**src/design/sab_pkg.sv**
```systemverilog
`timescale 1ns / 1ps
// ----------------------------------------------------------------------------
// sab_pkg
// Shared types and constants for the ascending sort block and its cells.
// ----------------------------------------------------------------------------
package sab_pkg;

   localparam int SORT_DEPTH = 64;
   localparam int DATA_W     = 32;

   typedef logic signed [DATA_W-1:0] data_type;

   // what the chain does in a cycle
   typedef struct packed {
      logic     insert;
      logic     shift;
      data_type new_value;
   } cell_ctrl_type;

   // what a cell shows its neighbors
   typedef struct packed {
      data_type value;
      logic     occ;
      logic     gt;
   } cell_link_type;

   typedef enum logic {
      ST_LOAD,
      ST_DRAIN
   } state_type;

endpackage

```
**src/design/sab_cell.sv**
```systemverilog
`timescale 1ns / 1ps
// ----------------------------------------------------------------------------
// sab_cell
// One cell of the sorting chain: holds one element and its occupied flag.
// Insert moves larger elements one place right, drain moves all one place left.
// ----------------------------------------------------------------------------
module sab_cell (
   input  logic                   clock,
   input  logic                   reset,
   input  sab_pkg::cell_ctrl_type ctrl,
   input  sab_pkg::cell_link_type left_link,
   input  sab_pkg::cell_link_type right_link,
   output sab_pkg::cell_link_type own_link
);

   sab_pkg::data_type value_ff, value_in;
   logic              occ_ff, occ_in;
   logic              gt;

   // empty cells count as larger than anything, equal values stay in front
   assign gt = !occ_ff || (value_ff > ctrl.new_value);

   always_comb begin
      value_in = value_ff;
      occ_in   = occ_ff;
      priority if (ctrl.shift) begin
         value_in = right_link.value;
         occ_in   = right_link.occ;
      end else if (ctrl.insert) begin
         if (gt) begin
            value_in = left_link.gt ? left_link.value : ctrl.new_value;
         end
         occ_in = occ_ff | left_link.occ;
      end else begin
         value_in = value_ff;
         occ_in   = occ_ff;
      end
   end

   always_ff @(posedge clock) begin
      value_ff <= value_in;
      if (reset) begin
         occ_ff <= 1'b0;
      end else begin
         occ_ff <= occ_in;
      end
   end

   assign own_link.value = value_ff;
   assign own_link.occ   = occ_ff;
   assign own_link.gt    = gt;

endmodule

```
**config.mk**
```make
export PLATFORM = sky130hd
export DESIGN_NAME = sab_cell
export DESIGN_NICKNAME = d
export VERILOG_FILES = /design/src/design/sab_pkg.sv /design/src/design/sab_cell.sv
export SDC_FILE = /design/constraint.sdc
export NUM_CORES = 1
export LEC_CHECK = 0
export BUFFER_PORTS_ARGS = -buffer_cell sky130_fd_sc_hd__clkbuf_2
export CAP_MARGIN = 20
export CORE_MARGIN = 5
export CORE_UTILIZATION = 40
export DETAILED_ROUTE_END_ITERATION = 6
export PLACE_DENSITY = 0.83
export REMOVE_ABC_BUFFERS = 1
export SYNTH_ARGS = -nofsm -noshare
export SYNTH_HDL_FRONTEND = slang
export SYNTH_SLANG_ARGS = --single-unit
```
**constraint.sdc**
```tcl
create_clock -name clock -period 7.57 [get_ports clock]
set_input_delay 0.3785 -clock clock [delete_from_list [all_inputs] [get_ports clock]]
set_output_delay 0.3785 -clock clock [all_outputs]
set_load 0.02 [all_outputs]
```
==> summary.md, run 1 <==
| Metric | Value |
|---|---|
| Status | finished, final reports clean |
| Post-detail-place hpwl | 5310 um |
| Hold Path Class | in -> reg |
| Area growth from synthesis to layout | 33.6% |
| Endpoint of the worst-slack reg-to-reg timing path | value_ff[2]$_DFFE_PP_ |
| Worst endpoint required time | 7.53 ns |
| Routed length on met2 | between 3000 and 4000 um |
| Final hold vios | 0 |
| Via count | roughly 2,400 |
| Cell Pwr Density | between 150 and 200 nW/um2 |
| Worst Reg-to-Reg Cells | 9 |
| Arrival time of the worst setup path | between 3 and 4 ns |
| Largest fanout on the critical path | 16 |
| Post-route clock period utilization | just over 40% |
| Vertical die dimension | 90.2 um |
| Classification of the worst setup path | reg -> reg |
| Highest clock rate | around 330 MHz |
| Final routed wire length divided by cell count | around 13 um |
| Number of pins exceeding their max-slew limit in the final report | 0 |
| Boundary pin count | ~140 |
| Critical Path Start Type | flip-flop |
| Reg2Reg Launch Point | value_ff[27]$_DFFE_PP_ |
| Worst hold stages | 2 |
| Power Total | between 0.0005 and 0.0006 W |
| Slowest library cell on the worst path | sky130_fd_sc_hd__or4_4 |
| Delay of the slowest critical-path stage | 0.57 ns |
| Met3 wire length | 560 um |
| Fill count | around 580 |
| Initial antenna violation count | 0 |
| Worst slew margin relative to its limit | 63.6% |
| RSZ-0062 raised after global routing | false |
| Worst Min Path Start | reset |
| Inserted Clock Buffers | 5 |
| Number of placement rows | 29 |
| Count of state elements after synthesis | 33 |
| Largest net degree at the start of global routing | between 60 and 70 |
| GRT Total Usage | 15.7% |
| Num Clock Sinks | 33 |
| Hold buffer count at CTS | 0 |
| Netlist area before placement | between 2000 and 3000 um2 |
| Die W | ~90 um |
| Clock latency at the later pin of the worst-skew pair | 0.28 ns |
| Post-CTS repair timing setup buffer count | 0 |
| Register cell area after layout | between 900 and 1000 um2 |
| Count of unique library cells instantiated by Yosys | 33 |
| Floorplan die area | 8130 um2 |
| Count of maximum capacitance violations | 0 |
| Mapped Cells | 267 |
| Family with the most delay on the worst path | simple AND/OR/NAND/NOR gates |
| Sum of buffers and inverters on the critical path | 2 |
| Antenna Diode Count | 0 |
| Setup TNS | 0 ns |
| Endpoint, Worst Hold | occ_ff$_SDFFE_PP0P_ |
| DR DRC count | 0 |
| Final count of negative-setup-slack endpoints | 0 |
| Fraction of final layout cells sized beyond drive strength 1 | ~39% |
| Overflow left after global routing | 0 |
| Final ANT Viol Nets | 0 |
| DP Area | 3320 um2 |
| Port buffer count | ~140 |
| Cell at the root of the clock tree | sky130_fd_sc_hd__clkbuf_8 |
| Final Instance Count excl. Fillers | approximately 480 |
| Initial DRC Count | 49 |
| H-tree levels | 2 |
| Worst IR drop on VDD | 101 uV |
| Min Tclk post-route | between 3 and 4 ns |
| Post-DR vias/cell | 4.91 |
| Final weighted congestion in routability-driven placement | 0.767 |
| Most frequent standard cell in the layout excluding fill and tap cells | sky130_fd_sc_hd__clkbuf_2 |
| Cell count after placement | ~470 |
| Number of nets in the finished design | 537 |
| Highest metal used | met4 |
| Area of combinational cells with multiple inputs | approximately 1400 um2 |
| Flop2flop setup slack | 4.50 ns |
| Via count of the first global-routing pass | approximately 2,400 |
| Count of synthesis-stage warnings from yosys | 0 |
| Clock slew at reported path FFs | 0.07 ns |
| Syn avg cell area | around 9.6 um2 |
| Slew at the pin with the worst max-slew slack | about 0.55 ns |
| TritonCTS clock tree | built |
| CTS Buffer Depth | 2 |
| Initial core utilization | between 40% and 50% |
| Hold slack final | about 0.25 ns |
| CP endpoint kind | flip-flop |
| Commonest cells after routing, fill and taps aside | sky130_fd_sc_hd__clkbuf_2 (136), sky130_fd_sc_hd__nand2_1 (37), sky130_fd_sc_hd__inv_1 (34), sky130_fd_sc_hd__o21ai_0 (33) |
| Wire length reported by the detailed router | approximately 6500 um |
| Routed length on met1 | 2610 um |
| Final Skew | about 0.0053 ns |
| Core footprint | between 6000 and 7000 um2 |
| Leakage power | approximately 1.8 nW |
| Cell Chain, Critical Path | ha_1 > nand4_1 > or4_4 > nor2_2 > o31a_2 > nor3_2 > o41ai_4 > buf_6 > buf_4 |
| Post-CTS Resized | 0 |
| Wire length of the first global-routing pass | 10,800 um |
| Fraction of the yosys area taken by sequential cells | 38.2% |
| Final instance area | about 3400 um2 |
| Pre-antenna DRT Iters | 4 |
## sequential cells by signal (all words and copies together) (netlist names)
name	count
value_ff	32
occ_ff	1
## per-stage QoR
step / setup slack, ns / util, %
finish: 4.50 / 54.4
global route: 4.31 / 54.4
detailed placement: 3.87 / 52.5
global placement: 3.91 / 52.5
CTS: 3.94 / 53.8
floorplan: 3.41 / -
## logic make-up after synthesis
kind of cell / count (synthesis) / synth area share, %
muxes: 32 / 12.5
and+or+nand+nor: 61 / 13.2
DFF: 33 / 38.2
AOI/OAI and AO/OA: 62 / 13.4
buffers and inverters: 47 / 7.20
adders and majority gates: 32 / 15.6
## metal layers
| metal | track usage (%) | vias to the layer above |
|---|---|---|
| met5 | 0 | - |
| met4 | 4.59 | 0 |
| met3 | 5.01 | 6 |
| met2 | 28.5 | 88 |
| met1 | 17.3 | 1032 |
| li1 | - | 1225 |
## report_power, final
| part | total, W | internal, W | switching (W) |
|---|---|---|---|
| clock network | 0.000126 | 0.0000653 | 0.0000606 |
| registers | 0.000240 | 0.000228 | 0.0000124 |
| logic | 0.000185 | 0.0000788 | 0.000106 |
| total | 0.000552 | 0.000372 | 0.000180 |
## worst max-delay path by stage
stage	to	slack, ns	startpoint	cells after the start
2_1_floorplan	value_ff[0]$_DFFE_PP_	3.41	value_ff[31]$_DFFE_PP_	7
3_5_place_dp	value_ff[22]$_DFFE_PP_	3.87	ctrl[27]	10
6_report	value_ff[2]$_DFFE_PP_	4.50	value_ff[27]$_DFFE_PP_	9
3_3_place_gp	value_ff[22]$_DFFE_PP_	3.91	ctrl[31]	10
4_1_cts	value_ff[2]$_DFFE_PP_	3.94	value_ff[30]$_DFFE_PP_	8
5_1_grt	value_ff[2]$_DFFE_PP_	4.31	value_ff[27]$_DFFE_PP_	9
## synthesized netlist by cell type (all sizes together)
cell    instances  area share, %
a2111o          1           0.44
o41ai           1           0.63
edfxtp         32             37
a21oi          19            3.7
mux2i          32             12
buf             5            1.1
dfxtp           1           0.78
clkbuf          8            1.2
or2             1           0.24
nor4            1           0.83
o31ai           1           0.29
nor2b           2           0.49
nand2          37            5.4
or4             1           0.44
inv            34            5.0
o31a            1           0.39
o21ai          35            6.8
nor3            2           0.58
o211ai          1           0.29
or2b            1           0.29
nand2b          1           0.34
nor2            4           0.68
ha             32             16
nand3           2           0.39
a21o            3           0.88
nand4           9            3.5
## cell type report
cell class | instances | share of cell area, %
multi-input combinational | 187 | 41.2
clock buffer | 8 | 2.33
sequential | 33 | 28.6
tap | 77 | 2.80
inverter | 34 | 3.71
timing repair buffer | 140 | 21.4
Note: power is estimated with default switching activity, not from simulation.
==> inputs of run 2 (changes only) <==
--- a/config.mk
+++ b/config.mk
@@ -5,6 +5,7 @@
 export SDC_FILE = /design/constraint.sdc
 export NUM_CORES = 1
 export LEC_CHECK = 0
+export ABC_AREA = 1
 export BUFFER_PORTS_ARGS = -buffer_cell sky130_fd_sc_hd__clkbuf_2
 export CAP_MARGIN = 20
 export CORE_MARGIN = 5
==> constraint.sdc (replaced) <==
create_clock -name clock -period 3.2 [get_ports clock]
set_input_delay 0.16 -clock clock [delete_from_list [all_inputs] [get_ports clock]]
set_output_delay 0.16 -clock clock [all_outputs]
set_load 0.02 [all_outputs]
==> run 2 against run 1 <==
Wire length increased by 0.87%. Hold slack got worse by 0.21 ns. Power increased by 130%. Register-to-register slack got worse by 3.7 ns. First-iteration DRC count increased by 63%. Combinational power increased by 130%. Sequential power increased by 130%. Core utilization decreased by 0.30 points. Highest routed layer unchanged.
==> summary.md, run 2 <==
| Metric | Value |
|---|---|
| DR DRC count | 0 |
| Area growth from synthesis to layout | 32.2% |
| Clock slew at reported path FFs | around 0.070 ns |
| Vertical die dimension | ~90 um |
| Setup TNS | 0 ns |
| Classification of the worst setup path | reg -> reg |
| Min Tclk post-route | 2.44 ns |
| Post-route clock period utilization | about three quarters |
| Worst endpoint required time | between 3 and 4 ns |
| Final ANT Viol Nets | 0 |
| Critical Path Start Type | flip-flop |
| Core footprint | between 6000 and 7000 um2 |
| Most instantiated library cell after synthesis | sky130_fd_sc_hd__nand2_1 |
| Boundary pin count | 138 |
| Clock latency at the later pin of the worst-skew pair | between 0.2 and 0.3 ns |
| Number of pins exceeding their max-slew limit in the final report | 0 |
| Dominant synthesized flop cell | sky130_fd_sc_hd__edfxtp_1 |
| Count of maximum capacitance violations | 0 |
| Number of nets in the finished design | between 500 and 600 |
| Inserted Clock Buffers | 5 |
| Final weighted congestion in routability-driven placement | between 0.7 and 0.8 |
| Hold Path Class | in -> reg |
| TritonCTS clock tree | built |
| Fraction of the yosys area taken by sequential cells | 37.9% |
| Final hold vios | 0 |
| Slowest library cell on the worst path | sky130_fd_sc_hd__buf_4 |
| Initial core utilization | between 40% and 50% |
| Netlist area before placement | 2580 um2 |
| Biggest regs | value_ff (32), occ_ff (1) |
| Share of flip-flops with an asynchronous set or reset after synthesis | 0% |
| Hold buffer count at CTS | 0 |
| RSZ-0062 raised after global routing | false |
| Cell at the root of the clock tree | sky130_fd_sc_hd__clkbuf_8 |
| GRT Total Usage | 15.8% |
| Initial antenna violation count | 0 |
| Syn avg cell area | roughly 8.6 um2 |
| Pre-antenna DRT Iters | 4 |
| CP endpoint kind | flip-flop |
| Slew at the pin with the worst max-slew slack | 0.876 ns |
| Number of placement rows | 29 |
| Cell count after placement | 501 |
| Post-DR vias/cell | between 4 and 5 |
| Overflow left after global routing | 0 |
| Port buffer count | 136 |
| Count of synthesis-stage warnings from yosys | 0 |
| Final count of negative-setup-slack endpoints | 0 |
| Leading post-synthesis cells by cell area | sky130_fd_sc_hd__edfxtp_1 (37%), sky130_fd_sc_hd__ha_1 (15%), sky130_fd_sc_hd__nand2_1 (10%) |
| Hold slack final | 0.0398 ns |
| Post-CTS Resized | 0 |
| Register containing the most flip-flops in the final layout | value_ff |
| Number of flip-flops in the largest register | 32 |
| Cell occurring most often along the worst timing path | sky130_fd_sc_hd__nand2_1 |
| Commonest cells after routing, fill and taps aside | sky130_fd_sc_hd__clkbuf_2 (136), sky130_fd_sc_hd__nand2_1 (71), sky130_fd_sc_hd__inv_1 (39), sky130_fd_sc_hd__ha_1 (32), sky130_fd_sc_hd__edfxtp_1 (32) |
| Leading cell types by count after synthesis | sky130_fd_sc_hd__nand2_1 (71), sky130_fd_sc_hd__inv_1 (39), sky130_fd_sc_hd__edfxtp_1 (32), sky130_fd_sc_hd__ha_1 (32) |
| CTS Buffer Depth | 2 |
| Fill count | 617 |
| Final Instance Count excl. Fillers | between 500 and 600 |
| Cell Chain, Critical Path | ha_1 > a21oi_1 > nor2_1 > nor2_1 > nand3_1 > a21oi_4 > nand3_1 > nand2_1 > nand2_1 > nand2_2 > nand2_1 > nand2_1 > buf_4 |
| Final routed wire length divided by cell count | about 13 um |
| Worst slew margin relative to its limit | between 40% and 50% |
| Top-area cell type share of the netlist area | 37.2% |
| Count of state elements after synthesis | 33 |
| Antenna Diode Count | 0 |
| Floorplan die area | ~8200 um2 |
| Via count of the first global-routing pass | about 2,600 |
| Fraction of final layout cells sized beyond drive strength 1 | roughly 36% |
| Final Skew | ~0.0083 ns |
| Most frequent standard cell in the layout excluding fill and tap cells | sky130_fd_sc_hd__clkbuf_2 |
| Mapped Cells | between 300 and 400 |
| Leakage power | approximately 1.8 nW |
| Wire length reported by the detailed router | between 6000 and 7000 um |
| Num Clock Sinks | 33 |
| Status | finished, final reports clean |
| Cell Pwr Density | about 370 nW/um2 |
| Post-CTS repair timing setup buffer count | 0 |
| Arrival time of the worst setup path | between 2 and 2.5 ns |
| Highest clock rate | roughly 400 MHz |
| Via count | ~2,500 |
| H-tree levels | 2 |
| Cell type with the largest total area after synthesis | sky130_fd_sc_hd__edfxtp_1 |
| Number of synthesized flops with an enable pin | 32 |
| Die W | 90.4 um |
| Count of unique library cells instantiated by Yosys | 24 |
| Largest fanout on the critical path | 32 |
| Post-detail-place hpwl | 5290 um |
| Worst IR drop on VDD | 227 uV |
| Initial DRC Count | 80 |
| Largest net degree at the start of global routing | 63 |
| Wire length of the first global-routing pass | 10,900 um |
| Delay of the slowest critical-path stage | ~0.4 ns |
-- run 2: final timing paths --
check	depth (start not counted)	startpoint	slack, ns	endpoint
setup / recovery	13	value_ff[21]$_DFFE_PP_	0.76	value_ff[28]$_DFFE_PP_
hold / removal	2	reset	0.04	occ_ff$_SDFFE_PP0P_
setup reg to reg	13	value_ff[21]$_DFFE_PP_	0.76	value_ff[28]$_DFFE_PP_
hold reg to reg	2	occ_ff$_SDFFE_PP0P_	0.55	occ_ff$_SDFFE_PP0P_
-- run 2: critical path: cells and delay by family, from the launching register on --
family,cells,cell delay [ns]
simple gates,9,0.64
fa+ha+maj,1,0.32
flops,1,0.39
buf+inv,1,0.40
compound gates,2,0.32
-- run 2: kinds of logic (layout without fill, tap and decap cells) --
kind of cell / Yosys count / in the layout / synth area share, %
AND/OR/NAND/NOR: 97 / 97 / 15.5
AO/OA/AOI/OAI: 82 / 82 / 22.3
buffers and inverters: 57 / 189 / 8.81
flip-flops: 33 / 33 / 37.9
adder cells (fa/ha/maj): 32 / 32 / 15.5
-- run 2: per-layer routing --
layer | GRT usage (%) | routed length, um | vias to the layer above | part of all wire, %
met5 | 0 | 0 | - | 0
met4 | 3.97 | 59 | 0 | 0.91
met3 | 5.58 | 610 | 7 | 9.4
met2 | 29.5 | 3290 | 97 | 50
li1 | - | - | 1302 | -
met1 | 16.7 | 2560 | 1096 | 39
-- run 2: per-stage QoR --
step / setup WS, ns / utilization [%] / instance area (um2) / total power [W]
after detailed placement: 0.716 / 52.4 / 3310 / 0.000987
after global placement: 0.776 / 52.4 / 3310 / 0.000971
after global routing: 0.467 / 54.1 / 3420 / 0.00138
after CTS: 0.702 / 53.7 / 3390 / 0.00130
final: 0.761 / 54.1 / 3420 / 0.00128
after floorplan: 0.450 / - / 2510 / 0.000816
-- run 2: final cells by class --
class                   instances  area, um2  share of cell area, %
repair buffers                139        723                   21.2
well taps                      77       96.3                   2.82
multi-input cells             211       1380                   40.3
clock inverters                 2       10.0                  0.293
inverters                      42        158                   4.61
clock buffers                   6       72.6                   2.12
flip-flops and latches         33        981                   28.7
-- run 2: power breakdown --
group / internal (W) / total (W) / switching, W / leakage, nW
registers: 0.000530 / 0.000555 / 0.0000245 / 0.328
logic: 0.000179 / 0.000421 / 0.000242 / 1.40
clock network: 0.000151 / 0.000301 / 0.000151 / 0.0450
total: 0.000860 / 0.00128 / 0.000417 / 1.77
==> inputs of run 3 (changes only) <==
==> constraint.sdc (replaced) <==
create_clock -name clock -period 2.4 [get_ports clock]
set_input_delay 0.12 -clock clock [delete_from_list [all_inputs] [get_ports clock]]
set_output_delay 0.12 -clock clock [all_outputs]
set_load 0.02 [all_outputs]
==> run 3 against run 2 <==
Flip-flop and latch count stayed put. Clock-buffer cell count is 2 higher. Wire length is 8.5% higher. Critical path depth stayed put. Core utilization is 2.3 points higher. Design area is 4.2% higher. Worst setup slack worse by 0.58 ns. Via count is 1.4% higher. Largest cell class unchanged.
==> summary.md, run 3 (same netlist as run 2, synthesis figures left out) <==
| Metric | Value |
|---|---|
| Endpoint, Worst Hold | occ_ff$_SDFFE_PP0P_ |
| Leakage power | ~1.8 nW |
| Final Skew | roughly 0.0039 ns |
| Worst endpoint required time | about 2.4 ns |
| Cell Pwr Density | about 500 nW/um2 |
| Most frequent standard cell in the layout excluding fill and tap cells | sky130_fd_sc_hd__clkbuf_2 |
| Vertical die dimension | between 90 and 100 um |
| Via count of the first global-routing pass | around 2,600 |
| Area growth from synthesis to layout | 37.8% |
| Post-detail-place hpwl | roughly 5600 um |
| Flop2flop setup slack | approximately 0.18 ns |
| Biggest regs | value_ff (32), occ_ff (1) |
| Number of nets in the finished design | about 570 |
| Overflow left after global routing | 0 |
| Worst Min Path Start | left_link[1] |
| Pre-antenna DRT Iters | 4 |
| Worst IR drop on VDD | approximately 280 uV |
| Largest net degree at the start of global routing | 35 |
| Area of combinational cells with multiple inputs | roughly 1400 um2 |
| Port buffer count | approximately 140 |
| Fill count | ~590 |
| Family with the most delay on the worst path | simple AND/OR/NAND/NOR gates |
| TritonCTS clock tree | built |
| Number of flip-flops in the largest register | 32 |
| Number of pins exceeding their max-slew limit in the final report | 0 |
| Initial DRC Count | 70 |
| Post-DR vias/cell | ~4.9 |
| Classification of the worst setup path | reg -> reg |
| Num Clock Sinks | 33 |
| Register containing the most flip-flops in the final layout | value_ff |
| Final hold vios | 0 |
| Final routed wire length divided by cell count | 13.7 um |
| Worst slew margin relative to its limit | about three fifths |
| Boundary pin count | about 140 |
| Register cell area after layout | a little under 1000 um2 |
| Inserted Clock Buffers | 5 |
| Largest fanout on the critical path | 8 |
| Pre-CTS setup slack | 0.112 ns |
| Via count | 2,537 |
| Wire length of the first global-routing pass | roughly 11,000 um |
| DR DRC count | 0 |
| Clock slew at reported path FFs | about 0.070 ns |
| Initial antenna violation count | 0 |
| Antenna Diode Count | 0 |
| Delay of the slowest critical-path stage | 0.39 ns |
| GRT Total Usage | between 10% and 20% |
| Number of placement rows | 29 |
| Wire length reported by the detailed router | roughly 7000 um |
| Post-route clock period utilization | just over 90% |
| Count of maximum capacitance violations | 0 |
| Hold Path Class | in -> reg |
| Arrival time of the worst setup path | 2.21 ns |
| Commonest cells after routing, fill and taps aside | sky130_fd_sc_hd__clkbuf_2 (136), sky130_fd_sc_hd__nand2_1 (69), sky130_fd_sc_hd__inv_1 (39), sky130_fd_sc_hd__edfxtp_1 (32) |
| Critical Path Start Type | flip-flop |
| Status | finished, final reports clean |
| Reg2Reg Launch Point | value_ff[21]$_DFFE_PP_ |
| Sum of buffers and inverters on the critical path | 1 |
| Power Total | ~0.0017 W |
| Slew at the pin with the worst max-slew slack | approximately 0.59 ns |
| CTS Buffer Depth | 2 |
| Worst Reg-to-Reg Cells | 13 |
| Highest clock rate | ~450 MHz |
| Final weighted congestion in routability-driven placement | ~0.75 |
| Cell Chain, Critical Path | ha_1 > a21oi_1 > nor2_1 > nor2_1 > nand3_2 > a21oi_4 > nand3_1 > nand2_1 > nand2_1 > nand2_2 > nand2_2 > nand2_4 > clkbuf_16 |
| Setup TNS | 0 ns |
| Clock latency at the later pin of the worst-skew pair | roughly 0.28 ns |
| Worst hold stages | 3 |
| Floorplan die area | around 8200 um2 |
| CP endpoint kind | flip-flop |
| Initial core utilization | 40.9% |
| Cell at the root of the clock tree | sky130_fd_sc_hd__clkbuf_8 |
| Fraction of final layout cells sized beyond drive strength 1 | roughly two fifths |
| Final worst-path setup slack | 0.184 ns |
| Die W | ~90 um |
| Slowest library cell on the worst path | sky130_fd_sc_hd__edfxtp_1 |
| DP Area | around 3300 um2 |
| Final ANT Viol Nets | 0 |
| Final instance area | around 3600 um2 |
| H-tree levels | 2 |
| Min Tclk post-route | approximately 2.2 ns |
| Final count of negative-setup-slack endpoints | 0 |
| Endpoint of the worst-slack reg-to-reg timing path | value_ff[23]$_DFFE_PP_ |
| Critical path launch point | value_ff[21]$_DFFE_PP_ |
| Core footprint | 6310 um2 |
[run 3: cell types whose count changed in the layout (fill, tap and decap cells not counted), moves of 2 or more]
cell,before,now
sky130_fd_sc_hd__buf_4,2,4
sky130_fd_sc_hd__ha_4,0,4
sky130_fd_sc_hd__nand2_1,71,69
sky130_fd_sc_hd__clkinv_2,2,0
sky130_fd_sc_hd__clkbuf_1,1,3
sky130_fd_sc_hd__ha_1,32,28
sky130_fd_sc_hd__clkbuf_16,0,2
[run 3: worst max path at each step]
| stage | end | slack [ns] | cells past startpoint |
|---|---|---|---|
| 3_3_place_gp | value_ff[16]$_DFFE_PP_ | 0.18 | 16 |
| 4_1_cts | value_ff[17]$_DFFE_PP_ | 0.09 | 14 |
| 6_report | value_ff[23]$_DFFE_PP_ | 0.18 | 13 |
| 2_1_floorplan | value_ff[0]$_DFFE_PP_ | -0.35 | 12 |
| 5_1_grt | value_ff[30]$_DFFE_PP_ | -0.001 | 13 |
| 3_5_place_dp | value_ff[17]$_DFFE_PP_ | 0.11 | 14 |
[run 3: per-stage QoR]
stage / std cells / hold WS [ns] / utilization [%]
2_1_floorplan: 286 / 0.198 / -
3_3_place_gp: 502 / 0.283 / 52.7
4_1_cts: 511 / 0.0569 / 54.1
5_1_grt: 516 / 0.0887 / 56.4
6_report: 516 / 0.0719 / 56.4
3_5_place_dp: 502 / 0.291 / 52.7
[run 3: where the power goes]
part	switching, W	internal [W]
clock network	0.000195	0.000206
registers	0.0000352	0.000707
logic	0.000339	0.000266
[run 3: cell type report]
class | instances | share of cell area [%]
tap | 77 | 2.71
timing repair buffer | 145 | 22.5
multi-input combinational | 211 | 40.5
inverter | 42 | 4.43
sequential | 33 | 27.5
clock buffer | 8 | 2.25
[run 3: worst min-delay path, stage by stage]
cell and delay [ns]:
sky130_fd_sc_hd__clkbuf_2 0.08, sky130_fd_sc_hd__nand2_1 0.05, sky130_fd_sc_hd__a211oi_1 0.06
[run 3: routing by layer]
layer	global-route usage (%)	up-vias	wire length (um)
met5	0	-	0
met4	3.97	0	77
met3	5.42	7	564
met2	30.0	77	3560
met1	17.7	1142	2880
li1	-	1311	-
[run 3: repair_timing]
item | in CTS | in global routing
hold buffers | 1 | 0
endpoints found under the setup margin | 0 | 32
buffers inserted | 0 | 2
endpoints found under the hold margin | 1 | 0
gates resized for setup | 0 | 9
